==> src/rtl/grdw_pkg.sv <==
// shared constants and control types for the grid ray walker
package grdw_pkg;

  localparam int POS_W      = 18;
  localparam int DIR_W      = 16;
  localparam int DIST_W     = 32;
  localparam int CELL_SHIFT = 14;
  localparam int CODE_W     = 4;
  localparam int GRID_W     = 4;
  localparam int IDX_W      = 8;
  localparam int MAP_DEPTH  = 256;
  localparam int STEP_W     = 7;
  localparam int CFG_IDX_W  = 4;
  localparam int CFG_DATA_W = 8;
  localparam int LINE_W     = 19;
  localparam int DIFF_W     = 20;
  localparam int PROD_W     = 36;
  localparam int DIV_W      = 34;
  localparam int DEN_W      = 16;
  localparam int STATUS_W   = 2;

  localparam logic [CFG_IDX_W-1:0] REG_WALL_CODE = 4'd0;
  localparam logic [CFG_IDX_W-1:0] REG_MAX_STEPS = 4'd1;

  localparam logic ACT_WRITE = 1'b0;
  localparam logic ACT_CAST  = 1'b1;

  localparam logic [STATUS_W-1:0] STATUS_WALL  = 2'd0;
  localparam logic [STATUS_W-1:0] STATUS_EXIT  = 2'd1;
  localparam logic [STATUS_W-1:0] STATUS_LIMIT = 2'd2;

  localparam logic [1:0] DIV_RECIP_X = 2'd0;
  localparam logic [1:0] DIV_RECIP_Y = 2'd1;
  localparam logic [1:0] DIV_CROSS   = 2'd2;

  localparam logic [DIV_W-1:0]  RECIP_NUM = 34'h0_4000_0000;
  localparam logic [POS_W-1:0]  POS_MAX   = 18'h3FFFF;
  localparam logic [DIST_W-1:0] DIST_MAX  = 32'hFFFF_FFFF;
  localparam logic [CELL_SHIFT:0] CELL_UNITS = 15'd16384;

  typedef struct packed {
    logic       load;
    logic       map_write;
    logic       div_start;
    logic [1:0] div_sel;
    logic       store_ddx;
    logic       store_ddy;
    logic       first_side;
    logic       step;
    logic       finish;
    logic       cross_mul;
    logic       out_load;
  } dp_cmd_t;

  typedef struct packed {
    logic div_done;
    logic walk_end;
    logic den_zero;
  } dp_stat_t;

endpackage

==> src/rtl/grdw_ctrl.sv <==
// walker sequencer
module grdw_ctrl (
  input  logic               clk,
  input  logic               rst_n,
  input  logic               in_valid,
  input  logic               in_action,
  output logic               in_ready,
  output logic               out_valid,
  input  logic               out_ready,
  output grdw_pkg::dp_cmd_t  cmd,
  input  grdw_pkg::dp_stat_t stat
);
  localparam logic [3:0] S_IDLE  = 4'd0;
  localparam logic [3:0] S_RX    = 4'd1;
  localparam logic [3:0] S_RXW   = 4'd2;
  localparam logic [3:0] S_RY    = 4'd3;
  localparam logic [3:0] S_RYW   = 4'd4;
  localparam logic [3:0] S_FIRST = 4'd5;
  localparam logic [3:0] S_STEP  = 4'd6;
  localparam logic [3:0] S_CHECK = 4'd7;
  localparam logic [3:0] S_XMUL  = 4'd8;
  localparam logic [3:0] S_XDIV  = 4'd9;
  localparam logic [3:0] S_XWAIT = 4'd10;
  localparam logic [3:0] S_DONE  = 4'd11;

  logic [3:0] state_r, state_nxt;
  logic       out_valid_r, out_valid_nxt;
  logic       in_fire;

  assign in_ready  = (state_r == S_IDLE);
  assign in_fire   = in_valid && in_ready;
  assign out_valid = out_valid_r;

  always_comb begin
    state_nxt     = state_r;
    out_valid_nxt = out_valid_r && !out_ready;
    cmd           = '0;
    cmd.div_sel   = grdw_pkg::DIV_CROSS;
    unique case (state_r)
      S_IDLE: begin
        if (in_fire) begin
          if (in_action == grdw_pkg::ACT_CAST) begin
            cmd.load  = 1'b1;
            state_nxt = S_RX;
          end else begin
            cmd.map_write = 1'b1;
          end
        end
      end
      S_RX: begin
        cmd.div_start = 1'b1;
        cmd.div_sel   = grdw_pkg::DIV_RECIP_X;
        state_nxt     = S_RXW;
      end
      S_RXW: begin
        if (stat.div_done) begin
          cmd.store_ddx = 1'b1;
          state_nxt     = S_RY;
        end
      end
      S_RY: begin
        cmd.div_start = 1'b1;
        cmd.div_sel   = grdw_pkg::DIV_RECIP_Y;
        state_nxt     = S_RYW;
      end
      S_RYW: begin
        if (stat.div_done) begin
          cmd.store_ddy = 1'b1;
          state_nxt     = S_FIRST;
        end
      end
      S_FIRST: begin
        cmd.first_side = 1'b1;
        state_nxt      = S_STEP;
      end
      S_STEP: begin
        cmd.step  = 1'b1;
        state_nxt = S_CHECK;
      end
      S_CHECK: begin
        if (stat.walk_end) begin
          cmd.finish = 1'b1;
          state_nxt  = S_XMUL;
        end else begin
          state_nxt = S_STEP;
        end
      end
      S_XMUL: begin
        cmd.cross_mul = 1'b1;
        state_nxt     = S_XDIV;
      end
      S_XDIV: begin
        if (stat.den_zero) begin
          state_nxt = S_DONE;
        end else begin
          cmd.div_start = 1'b1;
          state_nxt     = S_XWAIT;
        end
      end
      S_XWAIT: begin
        if (stat.div_done)
          state_nxt = S_DONE;
      end
      S_DONE: begin
        if (!out_valid_r || out_ready) begin
          cmd.out_load  = 1'b1;
          out_valid_nxt = 1'b1;
          state_nxt     = S_IDLE;
        end
      end
      default: state_nxt = S_IDLE;
    endcase
  end

  always_ff @(posedge clk) begin
    if (!rst_n) begin
      state_r     <= S_IDLE;
      out_valid_r <= 1'b0;
    end else begin
      state_r     <= state_nxt;
      out_valid_r <= out_valid_nxt;
    end
  end
endmodule

==> config.mk <==
export PLATFORM = sky130hd
export DESIGN_NAME = grdw_ctrl
export DESIGN_NICKNAME = d
export VERILOG_FILES = /design/src/rtl/grdw_pkg.sv /design/src/rtl/grdw_ctrl.sv
export SDC_FILE = /design/constraint.sdc
export NUM_CORES = 1
export LEC_CHECK = 0
export BUFFER_PORTS_ARGS = -buffer_cell sky130_fd_sc_hd__buf_2
export CAP_MARGIN = 40
export CORE_AREA = 2 2 39 41
export DETAILED_ROUTE_END_ITERATION = 12
export DIE_AREA = 0 0 41 43
export PLACE_DENSITY_LB_ADDON = 0.05
export SLEW_MARGIN = 5
export SYNTH_ARGS = -nofsm -noshare
export SYNTH_HDL_FRONTEND = slang
export SYNTH_SLANG_ARGS = --single-unit
==> constraint.sdc <==
create_clock -name clk -period 1.16 [get_ports clk]
set_input_delay 0.232 -clock clk [delete_from_list [all_inputs] [get_ports clk]]
set_output_delay 0.232 -clock clk [all_outputs]
set_load 0.05 [all_outputs]
==> flow_metrics.env <==
export IMPL_crit_fanout=6
export IMPL_cp_slowest_cell="dfxtp_4"
export IMPL_cts_sinks=5
export IMPL_switchingPower_uw=444.5
export IMPL_ys_types=29
export IMPL_critPathKind="reg2out"
export IMPL_fin_crit_ns=1.556
export IMPL_cts_clk_slew_worst_paths_ns=0.05
export IMPL_diodes=0
export IMPL_synth_simple_area_share_pct=49.86
export IMPL_area_growth_pct=117.6
export IMPL_cts_hold_buf=0
export IMPL_tightestPinTransition_ns=0.2593
export IMPL_synth_fp_nets=65
export IMPL_firstDrtPassIters=4
export IMPL_routedWlPerCell_um=13.77
export IMPL_yosys_warnings=0
export IMPL_seq_power_share_pct=20.8
export IMPL_path_cells="buf_4 -> buf_8 -> o21ai_2 -> and3_4 -> buf_8"
export IMPL_crit_top_cell="buf_8"
export IMPL_grt_usage_pct=21.33
export IMPL_cellPowerDensity_nw_per_um2=1038
export IMPL_grt_pass1_wl_mm=2.449
export IMPL_synth_seq_cells=5
export IMPL_synthMuxAreaShare_pct=4.408
export IMPL_gp_congestion=0.7592
export IMPL_grtUsageMet1_pct=26.86
export IMPL_cts_path_max_buffers=2
export IMPL_arrival_ns=1.32
export IMPL_synth_compound_area_share_pct=15.98
export IMPL_routed_wl_mm=1.528
export IMPL_drive_above_1_share_pct=73.68
export IMPL_setup_viol=16
export IMPL_met3_usage_pct=6.283
export IMPL_hold_path_class="in2reg"
export IMPL_io_buffers=21
export IMPL_grt_busiest_layer="met2"
export IMPL_dr_total_vias=571
export IMPL_slowest_delay_ns=0.36
export IMPL_rsz0062_at_grt="yes"
export IMPL_synth_adder_area_share_pct=0
export IMPL_setup_slack_ns=-0.3957
export IMPL_failed_checks="negative setup slack"
export IMPL_worstPathRequired_ns=0.93
export IMPL_row_count=14
export IMPL_antenna_found_initial=0
export IMPL_slew_violations=0
export IMPL_syn_instance_count=57
export IMPL_dp_hpwl_um=937.3
export IMPL_syn_area_um2=454.2
export IMPL_clkPwrFrac_pct=21.0
export IMPL_start_kind="register"
export IMPL_overflow=0
export IMPL_status="finished, violations left"
export IMPL_dieArea_um2=1763
export IMPL_first_iter_violations=8
export IMPL_peakVddDrop_mv=0.5223
export IMPL_initial_core_util_pct=32.82
export IMPL_die_x_um=41
export IMPL_slew_headroom_pct=82.58
export IMPL_fmax_mhz=642.8
export IMPL_post_place_ws_ns=-0.2441
export IMPL_dieHeight_um=43
export IMPL_clkLatencyLatePin_ns=0.25
export IMPL_finalInstanceArea_um2=988.4
export IMPL_num_io_pins=22
export IMPL_synth_top_family_by_area="simple AND/OR/NAND/NOR gates"
export IMPL_syn_area_per_cell_um2=7.968
export IMPL_ctsHtreeMaxLevel=1
export IMPL_fin_skew_ns=0.0006116
export IMPL_via_per_inst=5.144
export IMPL_cts_tree="built"
export IMPL_grtUsageMet2_pct=30.94
export IMPL_hold_viol_final=0
export IMPL_switching_share_pct=43.30
export IMPL_max_cap_violations=0
export IMPL_cts_made_buffers=3
export IMPL_post_route_drc_count=0
export IMPL_p_int_uw=582.0
export IMPL_postRouteAntennaNets=0
export IMPL_end_kind="output pin"
export IMPL_core_area_um2=1384
export IMPL_grt_pass1_vias=541
export IMPL_combPwrFrac_pct=58.2
export IMPL_grt_max_degree=9
export IMPL_nNetsFinal=104
export IMPL_placed_area_um2=695.7
export IMPL_tns_ns=-4.380
export IMPL_seq_area_frac_synth_pct=22.04
export IMPL_period_share_pct=134.1
export IMPL_leakagePower_nw=0.4104
export IMPL_clockRootBuffer="clkbuf_4"
export IMPL_synthXorXnorAreaFrac_pct=0
==> power groups by stage <==
stage                     Sequential (mW)  Combinational, mW  Clock (mW)
final                               0.214              0.598       0.215
after global routing                0.216              0.629       0.237
after floorplan                     0.212              0.333           0
after CTS                           0.213              0.524       0.213
after detailed placement            0.216              0.436           0
after global placement              0.217              0.437           0
==> logic make-up (layout without fill, tap and decap cells) <==
logic type / after synthesis / after routing
flops: 5 / 5
simple gates: 35 / 35
compound gates: 10 / 10
buf+inv: 5 / 43
mux: 2 / 2
==> per-stage QoR <==
stage | hold slack (ns) | instances | total power, mW | util (%)
6_report | 0.2902 | 111 | 1.026 | 71.43
5_1_grt | 0.2902 | 111 | 1.082 | 71.43
4_1_cts | 0.2933 | 109 | 0.9499 | 64.92
3_5_place_dp | 0.5546 | 102 | 0.6517 | 50.27
3_3_place_gp | 0.5484 | 102 | 0.6543 | 50.27
2_1_floorplan | 0.3577 | 57 | 0.5445 | -
==> layer usage <==
metal | share of wire, % | up-vias | wire (um)
li1 | - | 279 | -
met1 | 38 | 264 | 584
met2 | 51 | 22 | 786
met3 | 6.9 | 6 | 106
met4 | 3.2 | 0 | 49
met5 | 0 | - | 0
==> critical path, delay by kind of cell, from the launching register on <==
family / cells / cell delay [ns]
buffers and inverters: 3 / 0.41
flip-flops: 1 / 0.36
AND/OR/NAND/NOR: 1 / 0.20
AO/OA/AOI/OAI: 1 / 0.11
==> state kept, by name (all words and copies together), names as in the netlist <==
register   count
state_r        4
out_valid      1
==> worst paths after layout <==
path / from / to / slack (ns) / cells past startpoint
setup / recovery: state_r[1] / cmd[9] / -0.40 / 5
hold / removal: rst_n / out_valid / 0.29 / 2
setup reg to reg: state_r[2] / state_r[3] / -0.19 / 7
hold reg to reg: state_r[3] / state_r[2] / 0.63 / 2
==> Yosys cell counts, drive strengths merged <==
cell	number	area share, %
nor4b	1	1.9
o211ai	1	2.8
nand2b	3	4.1
nor2	6	5.5
o2111ai	1	1.9
buf	4	6.9
nand2	8	7.2
inv	1	0.83
a21boi	1	1.7
and3	4	5.5
nor3	1	1.1
o21ai	6	7.4
nand3	3	6.1
dfxtp	5	22
mux2i	2	4.4
and2	1	1.9
and2b	1	1.7
nor2b	1	1.4
nor3b	4	6.6
a32o	1	2.2
nor4	1	4.7
and4b	1	2.2
==> layout make-up <==
class | count | area (um2)
Inverter | 1 | 6.256
Sequential cell | 5 | 116.4
Clock buffer | 4 | 26.28
Multi-Input combinational cell | 47 | 459.2
Tap cell | 16 | 20.02
Fill cell | 96 | 395.4
Timing Repair Buffer | 38 | 360.3
==> timing repair <==
item,CTS,global route
pin swaps,8,9
resized for setup,44,14
setup buffers,3,2
endpoints found under the setup margin,16,16
==> layout by cell type, fill, tap and decap left out, types with 3 or more instances in the layout <==
cell type / count
buf_4: 10
nor2_4: 3
nor2_1: 3
dfxtp_4: 4
buf_2: 9
o21ai_0: 3
buf_8: 7
nor3b_4: 3
clkbuf_4: 3
nand2_1: 7
buf_6: 12
Power figures use the tool's default switching activity.
